<file path="config.mk">
export PLATFORM = sky130hd
export DESIGN_NAME = touch_press_averager
export DESIGN_NICKNAME = d
export VERILOG_FILES = /design/src/hw/rtl/tpa_pkg.sv /design/src/hw/rtl/tpa_div.sv /design/src/hw/rtl/touch_press_averager.sv
export SDC_FILE = /design/constraint.sdc
export NUM_CORES = 1
export LEC_CHECK = 0
export ABC_AREA = 1
export BUFFER_PORTS_ARGS = -buffer_cell sky130_fd_sc_hd__buf_2
export CAP_MARGIN = 25
export CELL_PAD_IN_SITES_DETAIL_PLACEMENT = 1
export CELL_PAD_IN_SITES_GLOBAL_PLACEMENT = 1
export CORE_UTILIZATION = 31
export DETAILED_ROUTE_END_ITERATION = 7
export PLACE_DENSITY_LB_ADDON = 0.3
export SYNTH_ARGS = -nofsm -noshare
export SYNTH_HDL_FRONTEND = slang
export SYNTH_SLANG_ARGS = --single-unit
</file>
<file path="constraint.sdc">
create_clock -name clk -period 3.4 [get_ports clk]
set_input_delay 0.51 -clock clk [delete_from_list [all_inputs] [get_ports clk]]
set_output_delay 0.51 -clock clk [all_outputs]
set_load 0.01 [all_outputs]
</file>
<file path="src/hw/rtl/tpa_pkg.sv">
`default_nettype none

package tpa_pkg;

	localparam int COORD_W    = 12;
	localparam int PRESSURE_W = 12;
	localparam int WAIT_W     = 17;
	localparam int SUM_W      = 22;
	localparam int CFG_IDX_W  = 2;
	localparam int CFG_DATA_W = 17;
	localparam int IN_DATA_W  = 40;
	localparam int OUT_DATA_W = 24;

	localparam logic [PRESSURE_W-1:0] TOUCH_THRESHOLD_RST = PRESSURE_W'(25);
	localparam logic [WAIT_W-1:0]     WAIT_MS_RST         = '1;

	localparam logic [CFG_IDX_W-1:0] REG_TOUCH_THRESHOLD = CFG_IDX_W'(0);
	localparam logic [CFG_IDX_W-1:0] REG_WAIT_MS         = CFG_IDX_W'(1);

	typedef enum logic [1:0] {
		EV_TAP_DOWN  = 2'd0,
		EV_TAP_UP    = 2'd1,
		EV_TIMEOUT   = 2'd2,
		EV_NO_POINTS = 2'd3
	} event_t;

endpackage

`default_nettype wire

</file>
<file path="src/hw/rtl/tpa_div.sv">
`default_nettype none

// Restoring divider: one quotient bit per cycle, the dividend shifting out of
// the top of the work register while quotient bits shift in at the bottom.
module tpa_div
	import tpa_pkg::*;
#(
	parameter int DIV_W = 11
) (
	input  wire logic               clk,
	input  wire logic               arst_n,
	input  wire logic               start,
	input  wire logic [SUM_W-1:0]   dividend,
	input  wire logic [DIV_W-1:0]   divisor,
	output logic                    done,
	output logic [COORD_W-1:0]      quotient
);

	localparam int STEP_W = $clog2(SUM_W + 1);

	logic [SUM_W-1:0]  work_q;
	logic [DIV_W-1:0]  rem_q;
	logic [DIV_W-1:0]  divisor_q;
	logic [STEP_W-1:0] step_q;
	logic              busy_q;
	logic              done_q;

	logic [DIV_W:0]    shifted;
	logic [DIV_W:0]    diff;
	logic              ge;

	assign shifted = {rem_q, work_q[SUM_W-1]};
	assign ge      = shifted >= {1'b0, divisor_q};
	assign diff    = shifted - {1'b0, divisor_q};

	always_ff @(posedge clk or negedge arst_n) begin
		if (!arst_n) begin
			busy_q <= 1'b0;
			done_q <= 1'b0;
			step_q <= '0;
		end else begin
			done_q <= 1'b0;
			if (start) begin
				busy_q <= 1'b1;
				step_q <= STEP_W'(SUM_W);
			end else if (busy_q) begin
				step_q <= step_q - STEP_W'(1);
				if (step_q == STEP_W'(1)) begin
					busy_q <= 1'b0;
					done_q <= 1'b1;
				end
			end
		end
	end

	always_ff @(posedge clk) begin
		if (start) begin
			work_q    <= dividend;
			rem_q     <= '0;
			divisor_q <= divisor;
		end else if (busy_q) begin
			work_q <= {work_q[SUM_W-2:0], ge};
			rem_q  <= ge ? diff[DIV_W-1:0] : shifted[DIV_W-1:0];
		end
	end

	// The average never exceeds a single coordinate, so the low bits suffice.
	assign quotient = work_q[COORD_W-1:0];
	assign done     = done_q;

endmodule

`default_nettype wire

</file>
<file path="src/hw/rtl/touch_press_averager.sv">
// Touch press averager. Each input transfer is one controller sample (pressure,
// x, y). A sample above the touch threshold starts a press; later samples with
// both coordinates nonzero are summed, up to MAX_POINTS of them. A release
// sample produces a tap-down result with the truncated averages followed by a
// tap-up result (tlast on the tap-up), or a single error result if no point
// was taken. Idle samples count down wait_ms and produce a timeout result when
// it runs out; a negative wait_ms never times out. Samples are taken
// whenever the result side has room, but a release with points holds off the
// next sample while two bit-serial dividers work out one quotient bit each per
// step over the 22-bit sums, the quotients are handed over, and the tap-down
// and tap-up results wait in turn for room on the result side. Configuration
// registers are to be written only while the block is idle, by the user; the
// block does not enforce it, only holding off a write while it takes a sample.
`default_nettype none

module touch_press_averager
	import tpa_pkg::*;
#(
	parameter int MAX_POINTS = 1024
) (
	input  wire logic                  clk,
	input  wire logic                  arst_n,
	input  wire logic                  cfg_valid,
	output logic                       cfg_ready,
	input  wire logic [CFG_IDX_W-1:0]  cfg_index,
	input  wire logic [CFG_DATA_W-1:0] cfg_data,
	input  wire logic                  s_tvalid,
	output logic                       s_tready,
	input  wire logic [IN_DATA_W-1:0]  s_tdata,  // pressure, raw_x, raw_y, zero pad
	output logic                       m_tvalid,
	input  wire logic                  m_tready,
	output logic [OUT_DATA_W-1:0]      m_tdata,  // avg_x, avg_y
	output logic [1:0]                 m_tuser,  // event_res
	output logic                       m_tlast
);

	localparam int CNT_W = $clog2(MAX_POINTS + 1);

	typedef enum logic [1:0] {
		ST_IN,
		ST_DIV,
		ST_TAP,
		ST_UP
	} state_t;

	state_t                  state_q;
	logic [PRESSURE_W-1:0]   touch_threshold_q;
	logic [WAIT_W-1:0]       wait_ms_q;
	logic [WAIT_W-1:0]       wait_left_q;
	logic                    pressed_q;
	logic [SUM_W-1:0]        sum_x_q;
	logic [SUM_W-1:0]        sum_y_q;
	logic [CNT_W-1:0]        count_q;
	logic                    m_tvalid_q;
	event_t                  out_event_q;
	logic [COORD_W-1:0]      out_x_q;
	logic [COORD_W-1:0]      out_y_q;
	logic                    out_last_q;

	logic [PRESSURE_W-1:0]   pressure;
	logic [COORD_W-1:0]      raw_x;
	logic [COORD_W-1:0]      raw_y;
	logic                    out_free;
	logic                    out_load;
	logic                    accept;
	logic                    release_smp;
	logic                    count_full;
	logic                    div_start;
	logic                    div_done;
	logic                    div_done_y;
	logic [COORD_W-1:0]      quot_x;
	logic [COORD_W-1:0]      quot_y;

	assign pressure = s_tdata[PRESSURE_W-1:0];
	assign raw_x    = s_tdata[PRESSURE_W +: COORD_W];
	assign raw_y    = s_tdata[PRESSURE_W+COORD_W +: COORD_W];

	assign out_free    = !m_tvalid_q || m_tready;
	assign s_tready    = (state_q == ST_IN) && out_free;
	assign accept      = s_tvalid && s_tready;
	assign release_smp = pressure <= touch_threshold_q;
	assign count_full  = count_q == CNT_W'(MAX_POINTS);
	assign div_start   = accept && pressed_q && release_smp && (count_q != '0);
	assign cfg_ready   = !accept;

	// A result enters the output register on an error release, on a timeout,
	// and on each of the two tap transfers.
	assign out_load = (accept && pressed_q && release_smp && (count_q == '0))
		|| (accept && !pressed_q && release_smp && (wait_left_q == '0))
		|| (((state_q == ST_TAP) || (state_q == ST_UP)) && out_free);

	tpa_div #(.DIV_W(CNT_W)) u_div_x (
		.clk      (clk),
		.arst_n   (arst_n),
		.start    (div_start),
		.dividend (sum_x_q),
		.divisor  (count_q),
		.done     (div_done),
		.quotient (quot_x)
	);

	// Both dividers run in lockstep on the same count.
	tpa_div #(.DIV_W(CNT_W)) u_div_y (
		.clk      (clk),
		.arst_n   (arst_n),
		.start    (div_start),
		.dividend (sum_y_q),
		.divisor  (count_q),
		.done     (div_done_y),
		.quotient (quot_y)
	);

	always_ff @(posedge clk or negedge arst_n) begin
		if (!arst_n) begin
			state_q           <= ST_IN;
			touch_threshold_q <= TOUCH_THRESHOLD_RST;
			wait_ms_q         <= WAIT_MS_RST;
			wait_left_q       <= WAIT_MS_RST;
			pressed_q         <= 1'b0;
			sum_x_q           <= '0;
			sum_y_q           <= '0;
			count_q           <= '0;
			m_tvalid_q        <= 1'b0;
			out_event_q       <= EV_TAP_DOWN;
			out_x_q           <= '0;
			out_y_q           <= '0;
			out_last_q        <= 1'b0;
		end else begin
			if (out_load) begin
				m_tvalid_q <= 1'b1;
			end else if (m_tready) begin
				m_tvalid_q <= 1'b0;
			end

			case (state_q)
				ST_IN: begin
					if (accept) begin
						if (pressed_q) begin
							if (release_smp) begin
								pressed_q   <= 1'b0;
								wait_left_q <= wait_ms_q;
								if (count_q == '0) begin
									out_event_q <= EV_NO_POINTS;
									out_x_q     <= '0;
									out_y_q     <= '0;
									out_last_q  <= 1'b1;
								end else begin
									state_q <= ST_DIV;
								end
							end else if (raw_x != '0 && raw_y != '0 && !count_full) begin
								sum_x_q <= sum_x_q + SUM_W'(raw_x);
								sum_y_q <= sum_y_q + SUM_W'(raw_y);
								count_q <= count_q + CNT_W'(1);
							end
						end else if (!release_smp) begin
							pressed_q <= 1'b1;
							sum_x_q   <= '0;
							sum_y_q   <= '0;
							count_q   <= '0;
						end else if (!wait_left_q[WAIT_W-1]) begin
							if (wait_left_q == '0) begin
								wait_left_q <= wait_ms_q;
								out_event_q <= EV_TIMEOUT;
								out_x_q     <= '0;
								out_y_q     <= '0;
								out_last_q  <= 1'b1;
							end else begin
								wait_left_q <= wait_left_q - WAIT_W'(1);
							end
						end
					end
				end
				ST_DIV: begin
					if (div_done && div_done_y) begin
						state_q <= ST_TAP;
					end
				end
				ST_TAP: begin
					if (out_free) begin
						out_event_q <= EV_TAP_DOWN;
						out_x_q     <= quot_x;
						out_y_q     <= quot_y;
						out_last_q  <= 1'b0;
						state_q     <= ST_UP;
					end
				end
				ST_UP: begin
					if (out_free) begin
						out_event_q <= EV_TAP_UP;
						out_x_q     <= '0;
						out_y_q     <= '0;
						out_last_q  <= 1'b1;
						state_q     <= ST_IN;
					end
				end
				default: begin
					state_q <= ST_IN;
				end
			endcase

			if (cfg_valid && cfg_ready) begin
				case (cfg_index)
					REG_TOUCH_THRESHOLD: begin
						touch_threshold_q <= cfg_data[PRESSURE_W-1:0];
					end
					REG_WAIT_MS: begin
						wait_ms_q   <= cfg_data[WAIT_W-1:0];
						wait_left_q <= cfg_data[WAIT_W-1:0];
					end
					default: begin
					end
				endcase
			end
		end
	end

	assign m_tvalid = m_tvalid_q;
	assign m_tdata  = {out_y_q, out_x_q};
	assign m_tuser  = out_event_q;
	assign m_tlast  = out_last_q;

endmodule

`default_nettype wire
</file>
**Word-level counts from Yosys, hierarchy flattened**

Cells that the tools add are included.

- Input bits: 64
- Flip-flop bits (word level): 223
- Output and inout port bits: 30
- Word-level logic and storage cells: 177

- Bitwise logic cells: 1
- Reduce and logical (&&, ||, !) cells: 39
- $add $sub $neg: 8
- Eq/ne operators: 18
- Mux-type cells: 84
- $lt $le $gt $ge: 3

Operator list:

| kind | number |
|---|---|
| two-way mux 22 bit | 11 |
| two-way mux 17 bit | 9 |
| two-way mux 12 bit | 10 |
| case mux 12 bit (3 select lines) | 2 |
| two-way mux 11 bit | 6 |
| adder 22 x 12 -> 22 bit | 2 |
| two-way mux 2 bit | 15 |
| greater-or-equal comparator 12 x 11 -> 1 bit | 2 |
| two-way mux 1 bit | 24 |
| nonzero test 12 bit | 2 |
| subtractor 11 bit | 2 |
| two-way mux 5 bit | 4 |
| logical NOT 17 bit | 1 |
| subtractor 17 x 1 -> 17 bit (second input constant) | 1 |
| logical AND 1 bit | 14 |
| inequality test 2 bit (second input constant) | 7 |
| less-or-equal comparator 12 bit | 1 |
| adder 11 x 1 -> 11 bit (second input constant) | 1 |
| == test 11 bit (second input constant) | 1 |
| logical NOT 11 bit | 1 |
| nonzero test 11 bit | 1 |
| == test 5 x 1 -> 1 bit (second input constant) | 2 |
| subtractor 5 x 1 -> 5 bit (second input constant) | 2 |
| case mux 2 bit (4 select lines) | 1 |
| other kinds (17) | 31 |

**Longest topological paths before layout**

Gate-level depths: netlist (run 1).

- Depth in word-level cells: 10
- Gate-level depth with buffers: 17

**Modules after synthesis**

From an unflattened synthesis (run 1), not the netlist that was laid out.

- Cells, all modules: 1976
- Area, all modules: 14786.7 um^2

By module, submodules not included:

| module | times used | area each (um^2) | cells an instance |
|---|---|---|---|
| touch_press_averager | 1 | 8797.2 | 1238 |
| tpa_div at u_div_y | 1 | 2995.4 | 369 |
| tpa_div at u_div_x | 1 | 2994.1 | 369 |

**Worst setup path after synthesis (run 1)**

Ideal clock, no wire load.

- Path type: input to register
- Start: input s_tdata[11]
- End: register u_div_x.rem_q[2]
- Cell stages on the path: 11
- Data arrival time: 2.397 ns
- Setup slack: 0.883 ns
- Required time: 3.280 ns
- Cell sequence: ha_1 > a21o_1 > nor2_1 > nand3_2 > nand2_2 > nand3_2 > nand2_1 > inv_1 > buf_2 > nand2_1 > nand2_1

- Word-level cells in the longest chain between the ends: 3

Ends and longest elaborated chain:

| what | line | RTL |
|---|---|---|
| start: declaration | touch_press_averager.sv:29 | `input wire logic [IN_DATA_W-1:0] s_tdata,` |
| less-or-equal comparator 12 bit | touch_press_averager.sv:81 | `assign release_smp = pressure <= touch_threshold_q;` |
| logical AND 1 bit (2 in series) | touch_press_averager.sv:83 | `assign div_start = accept && pressed_q && release_smp && (count_q != '0);` |
| end signal: assignment | tpa_div.sv:63 | `rem_q <= ge ? diff[DIV_W-1:0] : shifted[DIV_W-1:0];` |
| end: declaration | tpa_div.sv:22 | `logic [DIV_W-1:0] rem_q;` |

No other way between the ends.
A chain may end at the register's enable or synchronous reset.

**Final worst setup path (run 1)**

- Start: register state_q[1]
- End: output cfg_ready

- Word-level cells in the longest chain between the ends: 4

Ends and longest elaborated chain:

| what | line | RTL |
|---|---|---|
| start: declaration | touch_press_averager.sv:46 | `state_t state_q;` |
| start signal: assignment | touch_press_averager.sv:115 | `state_q <= ST_IN;` |
| start signal: assignment | touch_press_averager.sv:148 | `state_q <= ST_DIV;` |
| start signal: assignment | touch_press_averager.sv:175 | `state_q <= ST_TAP;` |
| logical NOT 2 bit | touch_press_averager.sv:79 | `assign s_tready = (state_q == ST_IN) && out_free;` |
| logical AND 1 bit | touch_press_averager.sv:79 |  |
| logical AND 1 bit | touch_press_averager.sv:80 | `assign accept = s_tvalid && s_tready;` |
| logical NOT 1 bit | touch_press_averager.sv:84 | `assign cfg_ready = !accept;` |
| end: declaration | touch_press_averager.sv:24 | `output logic cfg_ready,` |

No other way between the ends.

==> results of run 1 <==
-- synthesized netlist by cell type (7+ instances only) --
| library cell | n |
|---|---|
| a21oi_1 | 66 |
| buf_2 | 34 |
| clkbuf_1 | 7 |
| dfrtp_1 | 109 |
| dfstp_2 | 37 |
| dfxtp_1 | 22 |
| edfxtp_1 | 55 |
| ha_1 | 70 |
| inv_1 | 211 |
| inv_2 | 9 |
| nand2_1 | 547 |
| nand3_1 | 117 |
| nand4_1 | 47 |
| nor2_1 | 141 |
| nor3_1 | 19 |
| o211ai_1 | 9 |
| o21ai_0 | 92 |
| o21ai_1 | 59 |
| o21bai_1 | 11 |
| o22ai_1 | 22 |
| xnor2_1 | 18 |
| xor2_1 | 27 |
-- through the flow --
step,hold WS [ns],util
after floorplan,0.214,-
after global placement,0.456,0.342
after detailed placement,0.460,0.342
after CTS,0.156,0.365
after global routing,0.184,0.365
final,0.189,0.365
-- placed cells by master (no fill, tap or decap), drive strengths merged, types with 47 or more instances in the layout --
cell and n:
inv 221, nand2 551, nor2 148, edfxtp 55
buf 116, ha 70, a21oi 66, nand4 47
o21ai 151, nand3 123, dfrtp 109
-- sequential cells by signal, summed over array words and instances, names as in the netlist, 12 cells and up --
name and cells:
out_x_q 12, sum_x_q 22, u_div_x.work_q 22, wait_left_q 17, wait_ms_q 17, out_y_q 12
sum_y_q 22, touch_threshold_q 12, u_div_y.work_q 22
-- power by group --
group,total [mW],internal (mW),switching [mW]
Clock,3.16,1.97,1.20
Combinational,6.98,2.45,4.52
Sequential,5.05,4.21,0.847
Total,15.2,8.63,6.57
-- cells by family (layout without fill, tap and decap cells) --
family                   after synthesis  in the layout
multiplexers                           1              1
AND/OR/NAND/NOR                      903            903
AO/OA/AOI/OAI                        276            276
adder cells (fa/ha/maj)               74             74
flip-flops                           223            223
XOR/XNOR                              45             45
buffers and inverters                270            391
-- layout make-up --
| type | instances | area share |
|---|---|---|
| inverter | 222 | 0.0530 |
| multi-input combinational | 1299 | 0.426 |
| tap | 585 | 0.0464 |
| clock inverter | 18 | 0.0136 |
| clock buffer | 34 | 0.0485 |
| sequential | 223 | 0.367 |
| timing repair buffer | 117 | 0.0453 |
-- worst min path at each step --
stage	cells after the start	to	start
6_report	3	wait_ms_q[12]	cfg_data[12]
5_1_grt	3	wait_ms_q[12]	cfg_data[12]
4_1_cts	3	wait_ms_q[12]	cfg_data[12]
3_5_place_dp	2	out_x_q[3]	u_div_x.work_q[3]
3_3_place_gp	2	wait_ms_q[13]	wait_ms_q[13]
2_1_floorplan	0	count_q[0]	arst_n
-- worst min-delay path, stage by stage --
cell and delay, ns:
buf_2 0.07, nand2_1 0.07, nand2_1 0.06
-- per-layer routing --
layer / GRT usage / part of all wire / wire, um
met4: 0.0520 / 0.025 / 994
met1: 0.249 / 0.48 / 19400
met2: 0.313 / 0.47 / 18800
met5: 0 / 0 / 0
met3: 0.0227 / 0.024 / 981
-- repair_timing --
action / in CTS / in global routing
hold buffers: 1 / 0
hold endpoints to repair: 47 / 0
gates resized for setup: 0 / 0
endpoints found under the setup margin: 0 / 0
buffers inserted: 0 / 0
==> summary.txt, run 1 <==
Fillers = 5,333
Slew headroom = 0.449
Status = complete, no violations
Leading register cell type out of synthesis = dfrtp_1
Die Width = 211 um
Worst VDD drop = 463 uV
Post-route DRC = 0
CTS sink count = 223
Worst Path Max Fanout = 11
Hold crit path type = primary input to register
NumNets Final = 2,029
Area Growth Syn to Fin = 16.1%
Share of post-route cells with drive strength above 1 = 0.121
Vias in the first global route = 12.9k
Register area share after synthesis = 0.427
Final setup viols = 0
Adder-Cell Fraction of Synth Area = 0.0704
Largest net degree at the start of global routing = 67
Reg area = 5790 sq um
Mapped Area = 13,600 sq um
Leak = 7.77 nW
CTS tree = yes
CP arrival = 2.35 ns
Worst stage delay on the critical path = 0.44 ns
Critical Path Sink Type = primary output
Worst setup path end = cfg_ready
Initial core utilization = 0.314
Global-route congestion overflow total = 0
Reg2reg end = u_div_x.work_q[10]
Clock-pin slew on the worst setup and hold paths = 0.06 ns
Final ANT Viol Nets = 0
CP Cell Sequence = inv_1, ha_1, inv_1, nor2_2, nand2_2, buf_4, buf_2
Die Ht = 211 um
Final setup TNS = 0 ns
Cts bufs inserted = 28
First-pass GRT wire length = 66,900 um
Placer Congestion = 0.889
Post-DR vias/cell = 4.85
Yosys warnings = 0
Max frequency = 349 MHz
Post-synth EDFFs = 55
Synth Area in Simple Gates = 0.283
Worst path depth = 7
Footprint of the multi-input gates = 6710 sq um
Slowest stage cell, crit path = dfrtp_1
Wire per inst = 16.1 um
Design Power = 15.2 mW
Startpoint types = register
Synth top area cells = dfrtp_1, nand2_1, edfxtp_1
FFs w/ async S/R, synth = 0.655
Slew @ Worst Pin = 0.825 ns
First-iteration detailed-routing DRC count = 458
Post-synthesis net count = 1,930
Synth Area per Inst = 7.57 sq um
FP Rows = 76
Clock skew = 0.0134 ns
CTS Buffer Depth = 3
#FFs+latches synth = 223
Worst Reg2Reg Path Length in Cells = 9
DP Worst Slack = 0.478 ns
# port buffers = 89
Synth Instances = 1,792
Period utilisation layout = 0.843
Skew-Pair Late Insertion Delay = 0.56 ns
Final Cell Area = 15,800 sq um
CP delay by family, top = buffers and inverters
Cell Pwr Density = 964 nW/um^2
Post-synthesis xor/xnor area fraction = 0.0290
Period minus WS final = 2.86 ns
GR Util All Layers = 0.186
Root Buffer Master = clkbuf_16
Cell variety after synth = 47
Final std cells w/o fill = 2,498
Yosys top cell by area = dfrtp_1
Most used cell, CP = inv_1
N_diodes = 0
DR vias = 12.1k
Final slew viol count = 0
Htree depth = 1
Critical setup path kind = register to primary output
Post-synth top area share = 0.201
CP startpoint = state_q[1]
R2R Setup Slk = 0.57 ns
Fraction of synthesized area in multiplexers = 0.000830
Placed Area = 14,800 sq um
Endpoints failing hold = 0
Detail Placement HPWL = 30,400 um
RSZ-0062 raised after global routing = no
Crit path required time = 2.89 ns
Largest family of logic cells by synthesized area = simple AND/OR/NAND/NOR gates
Max-cap violation count = 0
I/O pin cnt = 94
Reg-to-Reg Start = state_q[1]
Antenna violations before repair = 0
Cells after DPL = 2,445
Synthesized-area fraction occupied by ao, oa, aoi and oai cells = 0.111
Die area = 44,600 sq um
Core Area = 43,200 sq um
Crit path buf inv count = 4
Number of detailed-route iterations in the first pass = 5
Final worst slack = 0.535 ns
DRT Wirelength = 40,200 um
Note: power is estimated with default switching activity, not from simulation.
==> run 2, diff against run 1 <==
Settings changed: ABC_AREA 1 to 0.
Clock period 3.4 ns to 2.9 ns, I/O delays scaled along.
==> run 2 against run 1 <==
Against the previous run:
- the flow now finishes with violations (negative setup slack)
- synthesized cell count shrank 24%
- combinational power shrank 6.4%
- cell count shrank 17%
- first-iteration DRC count shrank 13%
- worst hold slack lost 0.10 ns
- wire length shrank 6.1%
- cell area shrank 0.52%
- register-to-register slack lost 0.64 ns
- area after synthesis shrank 7.3%
- setup slack lost 0.61 ns
- non-clock buffer count grew 81
- sequential cell count is the same
- largest power group unchanged
==> summary.txt, run 2 <==
Cells after DPL = 2,002
DRT Wirelength = 37,800 um
Final setup TNS = -0.372 ns
Post-route DRC = 0
Detail Placement HPWL = 26,900 um
Final Cell Area = 15,700 sq um
Number of detailed-route iterations in the first pass = 4
Failing checks = negative setup slack
CTS tree = yes
Die Width = 203 um
Startpoint types = register
Area Growth Syn to Fin = 24.6%
Yosys warnings = 0
FFs w/ async S/R, synth = 0.655
Cell variety after synth = 79
Die area = 41,400 sq um
Clock skew = 0.0216 ns
Register area share after synthesis = 0.460
CP arrival = 3.46 ns
Period minus WS final = 2.97 ns
First-iteration detailed-routing DRC count = 400
Vias in the first global route = 11.4k
Final worst slack = -0.0707 ns
Slew headroom = 0.578
Worst VDD drop = 494 uV
Crit path required time = 3.39 ns
Status = finished with violations
RSZ-0062 raised after global routing = yes
NumNets Final = 1,669
Root Buffer Master = clkbuf_16
Critical Path Sink Type = register
Clock Power Share = 0.230
Critical setup path kind = register to register
Seq pwr share = 0.338
CTS sink count = 223
Leak = 6.90 nW
Share of post-route cells with drive strength above 1 = 0.217
CTS Buffer Depth = 3
Core Area = 39,900 sq um
#FFs+latches synth = 223
Post-Route Utilization = 0.393
I/O pin cnt = 94
Global-route congestion overflow total = 0
Final ANT Viol Nets = 0
Final setup viols = 21
Max frequency = 337 MHz
Pint = 9.40 mW
# port buffers = 89
Clock-pin slew on the worst setup and hold paths = 0.06 ns
Mapped Area = 12,600 sq um
Yosys top cell by area = dfrtp_1
Antenna violations before repair = 3
Placed Area = 14,300 sq um
Most common cell after layout, fill and taps aside = nand2_1
Synth top area cells = dfrtp_1, edfxtp_1, nand2_1
Period utilisation layout = 1.02
Post-synth top area share = 0.217
First-pass GRT wire length = 60,000 um
Most frequent cell after synthesis = nand2_1
Switch share = 0.379
Post-synth EDFFs = 55
Largest net degree at the start of global routing = 59
Final slew viol count = 0
Top cells by count, synth = nand2_1, dfrtp_1, o21ai_0
DR vias = 10.9k
Synth Area per Inst = 9.28 sq um
Leading register cell type out of synthesis = dfrtp_1
Endpoints failing hold = 0
Synth Instances = 1,356
Post-synthesis net count = 1,494
Wire per inst = 18.1 um
Hold crit path type = primary input to register
Placer Congestion = 0.851
Cts bufs inserted = 28
Combinational fraction of design power = 0.432
FP Rows = 73
GR Util All Layers = 0.179
Final std cells w/o fill = 2,082
Htree depth = 1
Slew @ Worst Pin = 0.631 ns
Skew-Pair Late Insertion Delay = 0.57 ns
Commonest non-fill, non-tap cells in the layout = nand2_1, dfrtp_1, buf_2
Initial core utilization = 0.315
Design Power = 15.1 mW
Worst Path Max Fanout = 5
Max-cap violation count = 0
Sw power = 5.73 mW
Cell Pwr Density = 965 nW/um^2
Post-DR vias/cell = 5.22
Die Ht = 203 um
-- run 2: cell types whose count changed in the layout (fill, tap and decap cells not counted), sizes merged, moves of 59 or more --
cell,before,now
buf,116,193
inv,221,67
nand2,551,285
nand3,123,40
nor2,148,80
o21ai,151,92
-- run 2: layer usage --
layer  up-vias  routed length, um  GRT usage
li1       5244                  -          -
met1      5396              17100      0.233
met2       157              18400      0.305
met3        66               1280     0.0281
met4         2               1080     0.0499
met5         -                  8          0
-- run 2: metrics by stage --
stage	setup slack [ns]	hold slack (ns)
after floorplan	0.00817	0.139
after global placement	-0.127	0.356
after detailed placement	-0.174	0.355
after CTS	-0.0133	0.0637
after global routing	-0.163	0.0865
final	-0.0707	0.0875
-- run 2: worst paths after layout --
path / startpoint / to / slack, ns / cells after the start
worst max-delay path: touch_threshold_q[4] / sum_x_q[21] / -0.07 / 10
worst min-delay path: cfg_data[0] / wait_ms_q[0] / 0.09 / 3
worst min register to register: wait_ms_q[16] / wait_ms_q[16] / 0.46 / 2
worst max register to register: touch_threshold_q[4] / sum_x_q[21] / -0.07 / 10
max in group asynchronous: arst_n / wait_left_q[1] / 1.84 / 3
min in group asynchronous: arst_n / out_x_q[5] / 0.33 / 2
-- run 2: cell families (layout without fill, tap and decap cells) --
| family | Yosys count | count (layout) | synth area share |
|---|---|---|---|
| other cells | 0 | 4 | 0 |
| mux | 20 | 20 | 0.0164 |
| simple gates | 550 | 550 | 0.201 |
| xor+xnor | 46 | 46 | 0.0320 |
| buf+inv | 119 | 316 | 0.0385 |
| fa+ha+maj | 74 | 74 | 0.0760 |
| compound gates | 324 | 324 | 0.176 |
| flops | 223 | 223 | 0.460 |
-- run 2: cell type report --
class	instances	area [sq um]
repair buffers	198	1540
flip-flops and latches	223	5790
clock buffers	35	778
diodes	4	10.0
multi-input cells	1014	6520
inverters	66	253
clock inverters	17	139
fillers	4599	24200
well taps	525	657
-- run 2: power groups by stage --
stage / clock [mW] / combinational (mW) / sequential (mW)
after floorplan: 0 / 4.02 / 4.99
after global placement: 0 / 5.74 / 5.13
after detailed placement: 0 / 5.94 / 5.17
final: 3.48 / 6.53 / 5.12
after CTS: 3.58 / 6.00 / 5.12
after global routing: 3.70 / 7.28 / 5.25
-- run 2: what timing repair did --
item | in CTS | in global routing
pin swaps | 3 | 46
hold endpoints to repair | 33 | 0
buffers inserted | 0 | 18
hold buffers | 1 | 0
resized for setup | 5 | 38
gates cloned | 0 | 5
setup endpoints to repair | 9 | 54
-- run 2: worst max-delay path, stage by stage, from the launching register on --
cell       delay, ns
dfstp_2         0.53
inv_2           0.05
ha_4            0.26
nand4_1         0.13
buf_4           0.19
a211o_1         0.32
buf_12          0.16
a2111oi_4       0.44
nand4_1         0.17
or4_1           0.54
a21oi_2         0.13
==> run 3, diff against run 2 <==
Settings changed: ABC_AREA 0 to default.
Clock period 2.9 ns to 3.3 ns, I/O delays scaled along.
==> run 3 against run 2 <==
Against the previous run:
- the flow now finishes without violations
- wire length decreased by 2.4%
- sequential power down 11%
- first-iteration DRC count increased by 17%
- sequential share of layout area rose by 2.2 points
- cell area down 5.5%
- sequential cell count unchanged
- combinational power fell by 24%
- die area stayed put
- core utilization is 2.2 points lower
- critical path type unchanged
- highest routed layer is now met4
==> summary.txt, run 3 (synthesis gave the netlist of run 2 again) <==
CP arrival = 3.55 ns
Endpoints failing hold = 0
Placer Congestion = 0.794
Max-cap violation count = 0
Die Ht = 203 um
Clock skew = 0.0188 ns
Final std cells w/o fill = 2,013
Post-DR vias/cell = 5.24
Fillers = 4,633
CP Cell Sequence = inv_1, ha_1, nand4_1, a211o_1, buf_4, a2111oi_2, buf_4, nand4_1, or4_1, a21oi_1
Initial core utilization = 0.315
Detail Placement HPWL = 27,100 um
Period utilisation layout = 0.931
Worst Reg2Reg Path Length in Cells = 10
Die area = 41,400 sq um
CTS resizes = 0
Post-route DRC = 0
Hold crit path type = primary input to register
Startpoint types = register
Area Growth Syn to Fin = 17.8%
Cells after DPL = 1,962
Reg-to-Reg Start = touch_threshold_q[4]
R2R Setup Slk = 0.23 ns
Worst Path Max Fanout = 7
CTS Buffer Depth = 3
Final Cell Area = 14,800 sq um
GR Util All Layers = 0.184
First-iteration detailed-routing DRC count = 466
Slew @ Worst Pin = 0.787 ns
Setup bufs post-CTS = 0
Hold path cells = 3
Clock-pin slew on the worst setup and hold paths = 0.06 ns
Final slew viol count = 0
Critical Path Sink Type = register
FP Rows = 73
Skew-Pair Late Insertion Delay = 0.57 ns
I/O pin cnt = 94
Root Buffer Master = clkbuf_16
DRT Wirelength = 36,900 um
Crit path required time = 3.78 ns
Hold path startpoint = cfg_data[16]
CTS tree = yes
Die Width = 203 um
Max frequency = 326 MHz
Commonest non-fill, non-tap cells in the layout = nand2_1, dfrtp_1, o21ai_0, buf_2, nor2_1
DR vias = 10.5k
Critical setup path kind = register to register
Htree depth = 1
WHS = 0.143 ns
Cts bufs inserted = 27
Antenna violations before repair = 0
Period minus WS final = 3.07 ns
Slowest stage cell, crit path = dfstp_2
Most common cell after layout, fill and taps aside = nand2_1
CTS sink count = 223
Placed Area = 13,900 sq um
Vias in the first global route = 11.2k
Reg2reg end = sum_y_q[19]
NumNets Final = 1,605
Leak = 6.49 nW
Share of post-route cells with drive strength above 1 = 0.164
Design Power = 12.5 mW
Number of detailed-route iterations in the first pass = 5
Core Area = 39,900 sq um
Wire per inst = 18.3 um
Status = complete, no violations
Final ANT Viol Nets = 0
Hold-fix buffers at CTS = 1
Slew headroom = 0.474
Global-route congestion overflow total = 0
Final setup TNS = 0 ns
Cell Pwr Density = 844 nW/um^2
Worst VDD drop = 365 uV
Worst Hold End = wait_ms_q[16]
N_diodes = 0
Final setup viols = 0
RSZ-0062 raised after global routing = no
Worst stage delay on the critical path = 0.51 ns
# port buffers = 89
First-pass GRT wire length = 61,000 um
Largest net degree at the start of global routing = 74
## run 3: cell count changes in the layout (fill, tap and decap cells not counted), sizes merged
cell / change
buf: -59
clkbuf: -5
clkinv: -4
clkinvlp: +1
diode: -4
inv: +2
## run 3: cell type report
cell class / count / area (sq um) / share of cell area
multi-input cells: 1014 / 6330 / 0.427
flip-flops and latches: 223 / 5790 / 0.391
repair buffers: 135 / 912 / 0.0616
clock buffers: 34 / 722 / 0.0487
well taps: 525 / 657 / 0.0443
inverters: 66 / 248 / 0.0167
clock inverters: 16 / 159 / 0.0107
## run 3: worst max-delay path by stage
stage | to | from | cells after the start
after floorplan | u_div_x.work_q[0] | s_tdata[10] | 9
after global placement | u_div_x.divisor_q[10] | s_tdata[7] | 10
after detailed placement | out_x_q[3] | s_tdata[7] | 10
after CTS | sum_y_q[19] | touch_threshold_q[4] | 10
after global routing | out_x_q[3] | touch_threshold_q[4] | 10
final | sum_y_q[19] | touch_threshold_q[4] | 10
## run 3: power by group
part	leakage, nW	internal (mW)	switching (mW)
registers	2.56	3.84	0.717
logic	3.50	2.07	2.90
clock network	0.431	1.72	1.26
total	6.49	7.63	4.88
## run 3: worst max-delay path: cells and delay by family (launching register included)
family          cells  cell delay [ns]
fa+ha+maj           1             0.26
buf+inv             3             0.44
simple gates        3             0.90
flops               1             0.51
compound gates      3             0.87
## run 3: stage by stage
stage               setup slack [ns]   util
finish                         0.228  0.371
floorplan                    -0.0538      -
global placement               0.179  0.349
global route                  0.0630  0.371
detailed placement            0.0652  0.349
CTS                            0.235  0.371
## run 3: metal layers
metal	wire length, um	share of wire	up-vias	track usage
met4	859	0.023	0	0.0456
met1	17500	0.47	5229	0.252
met2	17200	0.47	150	0.302
li1	-	-	5110	-
met3	1290	0.035	52	0.0278
met5	0	0	-	0
